**src/rtl/mdsc_pkg.sv**
```systemverilog
// Shared types, constants and helpers for the mix-to-DMA sample converter.
// No dependencies; imported by the channel interfaces and the top level.
`timescale 1ns / 1ps

package mdsc_pkg;

  // Ring address space and the cap on the programmed ring size.
  localparam int unsigned RING_ADDR_BITS = 16;
  localparam int unsigned ADDR_W         = 16;
  localparam int unsigned RING_CAP_BITS  = (RING_ADDR_BITS < ADDR_W) ? RING_ADDR_BITS : ADDR_W;

  localparam int unsigned ACC_W   = 32;
  localparam int unsigned FRAC_W  = 8;
  localparam int unsigned SAMP_W  = 16;
  localparam int unsigned LOG2_W  = 5;
  localparam int unsigned CFG_IDX_W  = 2;
  localparam int unsigned CFG_DATA_W = 5;

  localparam logic [SAMP_W-1:0] SAT_MAX = 16'h7fff;   // +32767
  localparam logic [SAMP_W-1:0] SAT_MIN = 16'h8000;   // -32768

  localparam logic [LOG2_W-1:0] RING_LOG2_RST = 5'd16;
  localparam logic [LOG2_W-1:0] RING_CAP      = LOG2_W'(RING_CAP_BITS);

  // Configuration register indexes
  localparam logic [CFG_IDX_W-1:0] CFG_EIGHT_BIT = 2'd0;
  localparam logic [CFG_IDX_W-1:0] CFG_MONO      = 2'd1;
  localparam logic [CFG_IDX_W-1:0] CFG_RING_LOG2 = 2'd2;

  typedef logic signed [ACC_W-1:0] accum_t;
  typedef logic [ADDR_W-1:0]       addr_t;
  typedef logic [SAMP_W-1:0]       sample_t;

  // Floor shift by the fraction width, then saturate to signed 16 bits.
  function automatic sample_t clip_s16(input accum_t acc);
    logic [ACC_W-FRAC_W-1:0] v;
    logic                    hi_ones;
    logic                    hi_zeros;
    v        = acc[ACC_W-1:FRAC_W];
    hi_ones  = &v[ACC_W-FRAC_W-1:SAMP_W-1];
    hi_zeros = ~|v[ACC_W-FRAC_W-1:SAMP_W-1];
    if (!v[ACC_W-FRAC_W-1] && !hi_zeros) begin
      return SAT_MAX;
    end else if (v[ACC_W-FRAC_W-1] && !hi_ones) begin
      return SAT_MIN;
    end
    return v[SAMP_W-1:0];
  endfunction

  // 16-bit two's complement, or offset binary byte (high byte plus 128).
  function automatic sample_t format_sample(input sample_t s, input logic eight_bit);
    if (eight_bit) begin
      return {8'h00, ~s[SAMP_W-1], s[SAMP_W-2:SAMP_W-8]};
    end
    return s;
  endfunction

  // Wrap mask from the programmed ring size, capped to the address space.
  function automatic addr_t ring_mask(input logic [LOG2_W-1:0] log2_n);
    logic [LOG2_W-1:0] n;
    addr_t             m;
    n = (log2_n > RING_CAP) ? RING_CAP : log2_n;
    for (int i = 0; i < ADDR_W; i++) begin
      m[i] = (LOG2_W'(i) < n);
    end
    return m;
  endfunction

endpackage

```
**src/rtl/mdsc_in_if.sv**
```systemverilog
// Input channel: one stereo pair of mix accumulators per transfer.
// Depends on mdsc_pkg.
`timescale 1ns / 1ps

interface mdsc_in_if;
  logic              valid;
  logic              ready;
  mdsc_pkg::accum_t  left_accum;
  mdsc_pkg::accum_t  right_accum;
  logic              end_of_block;

  modport source (output valid, left_accum, right_accum, end_of_block, input ready);
  modport sink   (input valid, left_accum, right_accum, end_of_block, output ready);
endinterface

```
**src/rtl/mdsc_out_if.sv**
```systemverilog
// Result channel: one ring write (address and sample) per transfer.
// Depends on mdsc_pkg.
`timescale 1ns / 1ps

interface mdsc_out_if;
  logic              valid;
  logic              ready;
  mdsc_pkg::addr_t   ring_address;
  mdsc_pkg::sample_t sample_word;
  logic              last_of_item;
  logic              block_done;

  modport source (output valid, ring_address, sample_word, last_of_item, block_done,
                  input ready);
  modport sink   (input valid, ring_address, sample_word, last_of_item, block_done,
                  output ready);
endinterface

```
**src/rtl/mix_to_dma_sample_converter_unit.sv**
```systemverilog
// Mix-to-DMA sample converter: clip 24.8 accumulators to 16 bits and write the ring.
// An accepted pair passes through the pair register, then the output register.
// Throughput: one write per cycle while out_ch is ready; a stereo pair gives two writes,
// mono one; a free pair register takes the next pair while a result waits on out_ch.
// Reset (rst_n low, synchronous): both stages empty, write index 0, 16-bit stereo,
// ring size log2 = 16. Depends on mdsc_pkg, mdsc_in_if, mdsc_out_if.
`timescale 1ns / 1ps

module mix_to_dma_sample_converter_unit (
  input  logic                                clk,
  input  logic                                rst_n,
  mdsc_in_if.sink                             in_ch,
  mdsc_out_if.source                          out_ch,
  input  logic                                cfg_we,
  input  logic [mdsc_pkg::CFG_IDX_W-1:0]      cfg_index,
  input  logic [mdsc_pkg::CFG_DATA_W-1:0]     cfg_wdata
);
  import mdsc_pkg::*;

  // ---------------------------------------------------------------
  // Configuration registers
  // ---------------------------------------------------------------
  logic              eight_bit_r;
  logic              mono_r;
  logic [LOG2_W-1:0] ring_log2_r;

  always_ff @(posedge clk) begin
    if (!rst_n) begin
      eight_bit_r <= 1'b0;
      mono_r      <= 1'b0;
      ring_log2_r <= RING_LOG2_RST;
    end else if (cfg_we) begin
      unique case (cfg_index)
        CFG_EIGHT_BIT: eight_bit_r <= cfg_wdata[0];
        CFG_MONO:      mono_r      <= cfg_wdata[0];
        CFG_RING_LOG2: ring_log2_r <= cfg_wdata[LOG2_W-1:0];
        default: ;     // unmapped index, write dropped
      endcase
    end
  end

  // ---------------------------------------------------------------
  // Pair register: holds the accepted stereo pair until both halves
  // (or just the left in mono) have gone to the output register.
  // ---------------------------------------------------------------
  logic   pair_vld_r;
  logic   left_done_r;     // left half already handed on
  accum_t left_r;
  accum_t right_r;
  logic   eob_r;

  // ---------------------------------------------------------------
  // Output register
  // ---------------------------------------------------------------
  logic    out_vld_r;
  addr_t   out_addr_r;
  sample_t out_samp_r;
  logic    out_last_r;
  logic    out_done_r;

  addr_t   write_index_r;
  addr_t   write_index_nxt;
  addr_t   mask;

  logic    out_load;       // output register takes a new result this cycle
  logic    emit_last;      // that result closes the current pair
  logic    in_xfer;
  accum_t  sel_acc;
  sample_t sel_samp;

  assign out_load  = pair_vld_r && (!out_vld_r || out_ch.ready);
  assign emit_last = mono_r || left_done_r;

  // Pair register frees up when its last half leaves; take the next pair then.
  assign in_ch.ready = !pair_vld_r || (out_load && emit_last);
  assign in_xfer     = in_ch.valid && in_ch.ready;

  assign sel_acc  = left_done_r ? right_r : left_r;
  assign sel_samp = format_sample(clip_s16(sel_acc), eight_bit_r);

  // New mask applies straight away, to the current index.
  assign mask            = ring_mask(ring_log2_r);
  assign write_index_nxt = (write_index_r + 16'd1) & mask;

  always_ff @(posedge clk) begin
    if (!rst_n) begin
      pair_vld_r  <= 1'b0;
      left_done_r <= 1'b0;
    end else if (in_xfer) begin
      pair_vld_r  <= 1'b1;
      left_done_r <= 1'b0;
    end else if (out_load) begin
      pair_vld_r  <= !emit_last;
      left_done_r <= !emit_last;
    end
  end

  always_ff @(posedge clk) begin
    if (in_xfer) begin
      left_r  <= in_ch.left_accum;
      right_r <= in_ch.right_accum;
      eob_r   <= in_ch.end_of_block;
    end
  end

  always_ff @(posedge clk) begin
    if (!rst_n) begin
      out_vld_r     <= 1'b0;
      write_index_r <= '0;
    end else if (out_load) begin
      out_vld_r     <= 1'b1;
      write_index_r <= write_index_nxt;
    end else if (out_ch.ready) begin
      out_vld_r     <= 1'b0;
    end
  end

  always_ff @(posedge clk) begin
    if (out_load) begin
      out_addr_r <= write_index_r & mask;
      out_samp_r <= sel_samp;
      out_last_r <= emit_last;
      out_done_r <= emit_last && eob_r;
    end
  end

  assign out_ch.valid        = out_vld_r;
  assign out_ch.ring_address = out_addr_r;
  assign out_ch.sample_word  = out_samp_r;
  assign out_ch.last_of_item = out_last_r;
  assign out_ch.block_done   = out_done_r;

  // ---------------------------------------------------------------
  // Assertions
  // ---------------------------------------------------------------
  a_left_done_in_pair: assert property (@(posedge clk) disable iff (!rst_n)
    left_done_r |-> pair_vld_r)
    else $error("left-half flag set with no pair held");

  a_accept_fresh_pair: assert property (@(posedge clk) disable iff (!rst_n)
    in_xfer |=> pair_vld_r && !left_done_r)
    else $error("accepted pair not held with left half pending");

  a_left_then_right: assert property (@(posedge clk) disable iff (!rst_n)
    out_vld_r && !out_last_r |-> pair_vld_r && left_done_r)
    else $error("left sample out but right half not pending");

  a_done_on_last: assert property (@(posedge clk) disable iff (!rst_n)
    out_vld_r && out_done_r |-> out_last_r)
    else $error("block_done on a result that is not last of its pair");

  a_index_steps: assert property (@(posedge clk) disable iff (!rst_n)
    !out_load |=> $stable(write_index_r))
    else $error("write index moved without a ring write");

endmodule
```
**src/flat_wrapper.sv**
```systemverilog
// flat-port wrapper written by rule: the top's interface ports become plain ports
module mix_to_dma_sample_converter_unit_flat import mdsc_pkg::*;
  (clk, rst_n, cfg_we, cfg_index, cfg_wdata, in_ch_valid, in_ch_left_accum, in_ch_right_accum, in_ch_end_of_block, in_ch_ready, out_ch_valid, out_ch_ring_address, out_ch_sample_word, out_ch_last_of_item, out_ch_block_done, out_ch_ready);
  mdsc_in_if in_ch_i ();
  mdsc_out_if out_ch_i ();
  input  logic clk;
  input  logic rst_n;
  input  logic cfg_we;
  input  logic [mdsc_pkg::CFG_IDX_W-1:0] cfg_index;
  input  logic [mdsc_pkg::CFG_DATA_W-1:0] cfg_wdata;
  input wire logic [$bits(in_ch_i.valid)-1:0] in_ch_valid;
  input wire logic [$bits(in_ch_i.left_accum)-1:0] in_ch_left_accum;
  input wire logic [$bits(in_ch_i.right_accum)-1:0] in_ch_right_accum;
  input wire logic [$bits(in_ch_i.end_of_block)-1:0] in_ch_end_of_block;
  output wire logic [$bits(in_ch_i.ready)-1:0] in_ch_ready;
  output wire logic [$bits(out_ch_i.valid)-1:0] out_ch_valid;
  output wire logic [$bits(out_ch_i.ring_address)-1:0] out_ch_ring_address;
  output wire logic [$bits(out_ch_i.sample_word)-1:0] out_ch_sample_word;
  output wire logic [$bits(out_ch_i.last_of_item)-1:0] out_ch_last_of_item;
  output wire logic [$bits(out_ch_i.block_done)-1:0] out_ch_block_done;
  input wire logic [$bits(out_ch_i.ready)-1:0] out_ch_ready;
  assign in_ch_i.valid = in_ch_valid;
  assign in_ch_i.left_accum = in_ch_left_accum;
  assign in_ch_i.right_accum = in_ch_right_accum;
  assign in_ch_i.end_of_block = in_ch_end_of_block;
  assign in_ch_ready = in_ch_i.ready;
  assign out_ch_valid = out_ch_i.valid;
  assign out_ch_ring_address = out_ch_i.ring_address;
  assign out_ch_sample_word = out_ch_i.sample_word;
  assign out_ch_last_of_item = out_ch_i.last_of_item;
  assign out_ch_block_done = out_ch_i.block_done;
  assign out_ch_i.ready = out_ch_ready;
  mix_to_dma_sample_converter_unit u_core (.clk(clk), .rst_n(rst_n), .in_ch(in_ch_i), .out_ch(out_ch_i), .cfg_we(cfg_we), .cfg_index(cfg_index), .cfg_wdata(cfg_wdata));
endmodule
```
**config.mk**
```make
export PLATFORM = sky130hd
export DESIGN_NAME = mix_to_dma_sample_converter_unit_flat
export DESIGN_NICKNAME = d
export VERILOG_FILES = /design/src/rtl/mdsc_pkg.sv /design/src/rtl/mdsc_in_if.sv /design/src/rtl/mdsc_out_if.sv /design/src/rtl/mix_to_dma_sample_converter_unit.sv /design/src/flat_wrapper.sv
export SDC_FILE = /design/constraint.sdc
export NUM_CORES = 1
export LEC_CHECK = 0
export ABC_AREA = 1
export BUFFER_PORTS_ARGS = -buffer_cell sky130_fd_sc_hd__buf_4
export CAP_MARGIN = 20
export CORE_ASPECT_RATIO = 0.6
export CORE_MARGIN = 1.5
export CORE_UTILIZATION = 30
export CTS_BUF_LIST = sky130_fd_sc_hd__clkbuf_4
export DETAILED_ROUTE_END_ITERATION = 16
export SLEW_MARGIN = 20
export SYNTH_ARGS = -nofsm -noshare
export SYNTH_HDL_FRONTEND = slang
export SYNTH_SLANG_ARGS = --single-unit
```
**constraint.sdc**
```tcl
create_clock -name clk -period 2.6 [get_ports clk]
set_input_delay 0.52 -clock clk [delete_from_list [all_inputs] [get_ports clk]]
set_output_delay 0.52 -clock clk [all_outputs]
set_load 0.05 [all_outputs]
```
==> impl_metrics.ini <==
[status]
outcome = complete, no violations

[clock_network]
post_cts.repair.setup_buffers = 0
cts.sinks = 109
cts_tree = built
cts-buffers-inserted = 9
clkLatencyLatePin_ns = 0.45
cts.clk_slew.worst_paths_ns = 0.16
cts.htree.levels = 3
ctsLongestPathBuffers = 2
cts_resized = 0
ctsHoldBuffers = 0
root_buffer = clkbuf_4

[detailed_routing]
wirelength_um = 10520
vias = 3445
viasPerCell = 4.521
ant_nets = 0
first_iter_violations = 231
drcViolationCount = 0
drt_first_pass_iters = 5
wl_per_cell_um = 13.81

[floorplanning]
dieWidth_um = 163.8
rows = 35
io_pins = 113
die_y_um = 99.47
core_area_mm2 = 0.01524
start_util_pct = 30.53
die_area_mm2 = 0.01629

[critical_path]
critPathKind = register to output pin
critical_path.reg2reg.endpoint = u_core.out_ch.sample_word[2]
r2r_slack_ns = 0.56
worst-r2r-cell-count = 9
required_ns = 2.08
start_kind = register
end_kind = output pin
rr_startpoint = u_core.left_done_r
crit_start = u_core.left_done_r
crit_path_max_fanout = 14
worstSetupEndpoint = in_ch_ready
crit_arrival_ns = 1.83

[synth]
synth_fa_ha_area_share_pct = 0.2689
synth_area_mm2 = 0.004653
synth_fp_nets = 533
yosys-top-cells-area = edfxtp_1, dfxtp_1, nand2_1, inv_1, nor2_1
synth_top_cell_by_area = edfxtp_1
yosys_warnings = 0
synth_top_family_by_area = simple AND/OR/NAND/NOR gates
yosysSeqAreaShare_pct = 64.75
synth_cell_types = 34
synth.top_cell.area_share_pct = 53.56
synthCells = 455
muxShareOfSynthArea_pct = 0
synthSimpleGateAreaFrac_pct = 18.71
synth_compound_area_share_pct = 9.976
synth-xor-area-share_pct = 0
avgSynthCellArea_um2 = 10.23
ys_seq_elements = 109

[global_routing]
gr-total-overflow = 0
grt_pass1_wl_um = 16360
grt_max_degree = 50
grt_usage_pct = 13.13
grt_pass1_vias = 3266
antenna_found_initial = 0

[power_and_ir_drop]
ir_drop_mv = 0.2421
leakage_nw = 2.288
powerDensity_mw_per_mm2 = 580.3

[cells_and_area]
final_common_cell = nand2_1
final_core_util_pct = 37.32
final_cell_mix = nand2_1, buf_4, edfxtp_1, nor2_1, inv_1
final_area_mm2 = 0.005687
n_antenna_cell = 0
fin_cells = 762
area_growth_pct = 22.21
nets = 633
drive_gt1_share_pct = 24.69

[worst_hold_path]
hp-class = input port to register
holdPathStages = 1

[sta]
finalHoldViolations = 0
setup_tns_ns = 0
worst_pin_slew_ns = 0.6510
final-max-slew-violation-count = 0
fmax_mhz = 425.1
setup_viol = 0
skew_ns = 0.02322
timing.slew.headroom_pct = 56.54
fin_crit_ns = 2.352
period_share_pct = 90.47
rsz0062_at_grt = no

[placed_design]
place_inst = 747
gp_congestion = 0.8769
port_buffers = 96
hpwl_um = 7951
placed_cell_area_mm2 = 0.005584

[flow_run]
cap_viol_max_count = 0
power by group:
group	internal (W)	total, W	leakage (nW)	switching, W
Sequential	0.00199	0.00203	1.01	0.0000445
Combinational	0.000184	0.000544	1.22	0.000360
Clock	0.000198	0.000723	0.0554	0.000525
Total	0.00237	0.00330	2.29	0.000930
logic make-up after synthesis:
family | after synthesis
fa+ha+maj | 1
compound gates | 75
flops | 109
buf+inv | 62
simple gates | 208
critical path, cell delays in order, from the launching register on:
cell,delay (ns)
dfxtp_1,0.76
nor2_1,0.14
inv_1,0.10
nand2_1,0.08
nand2_1,0.11
buf_4,0.21
cell usage after synthesis:
library cell,n
nand2_4,4
a21oi_1,27
nor3_1,7
ha_1,1
o21ai_1,1
nand3_1,15
inv_4,1
nor4_1,2
inv_1,47
and2_1,1
inv_2,1
a211oi_1,2
clkbuf_1,4
nand4_1,6
inv_6,1
o21bai_1,1
buf_12,2
a21oi_4,1
buf_6,2
edfxtp_1,83
nor2_1,47
a31oi_1,4
o21ai_0,21
a21oi_2,11
nand2_1,122
o211ai_1,3
dfxtp_1,26
nor2_2,2
o21ai_2,1
o2111a_1,1
nand2_2,2
buf_2,4
a22o_1,1
o31ai_1,1
sequential cells by signal, indices dropped and copies added (netlist names):
signal and count:
u_core.eight_bit_r 1, u_core.eob_r 1, u_core.left_done_r 1, u_core.left_r 24, u_core.mono_r 1, u_core.out_ch.block_done 1, u_core.out_ch.last_of_item 1, u_core.out_ch.ring_address 16
u_core.out_ch.sample_word 16, u_core.out_ch.valid 1, u_core.pair_vld_r 1, u_core.right_r 24, u_core.ring_log2_r 5, u_core.write_index_r 16
per-layer routing:
metal,GRT usage [%],up-vias,part of all wire (%)
li1,-,1730,-
met1,19.09,1597,51
met2,18.86,107,42
met3,3.753,11,6.1
met4,3.846,0,1.1
met5,0,-,0
worst min path at each step:
stage | end | startpoint | slack (ns)
after detailed placement | u_core.write_index_r[10] | u_core.write_index_r[10] | 0.50
final | u_core.left_r[14] | in_ch_left_accum[14] | 0.24
after CTS | u_core.right_r[11] | in_ch_right_accum[11] | 0.19
after global placement | u_core.write_index_r[10] | u_core.write_index_r[10] | 0.49
after global routing | u_core.left_r[13] | in_ch_left_accum[13] | 0.18
after floorplan | u_core.write_index_r[13] | u_core.write_index_r[13] | 0.46
per-stage QoR:
stage          hold WS, ns  total power (W)  setup slack, ns
2_1_floorplan       0.4587         0.002422         0.007048
3_3_place_gp        0.4863         0.002612           0.5621
3_5_place_dp        0.5007         0.002622           0.5284
4_1_cts             0.1940         0.003341           0.1825
5_1_grt             0.1805         0.003452          0.06023
6_report            0.2391         0.003300           0.2478
area by class of cell:
cell class | instances | area (um^2)
multi-input combinational | 284 | 1348
clock buffer | 10 | 75.07
timing repair buffer | 101 | 770.7
clock inverter | 5 | 27.53
inverter | 50 | 198.9
tap | 203 | 254.0
sequential | 109 | 3013
fill | 1575 | 9553
Note: power is estimated with default switching activity, not from simulation.
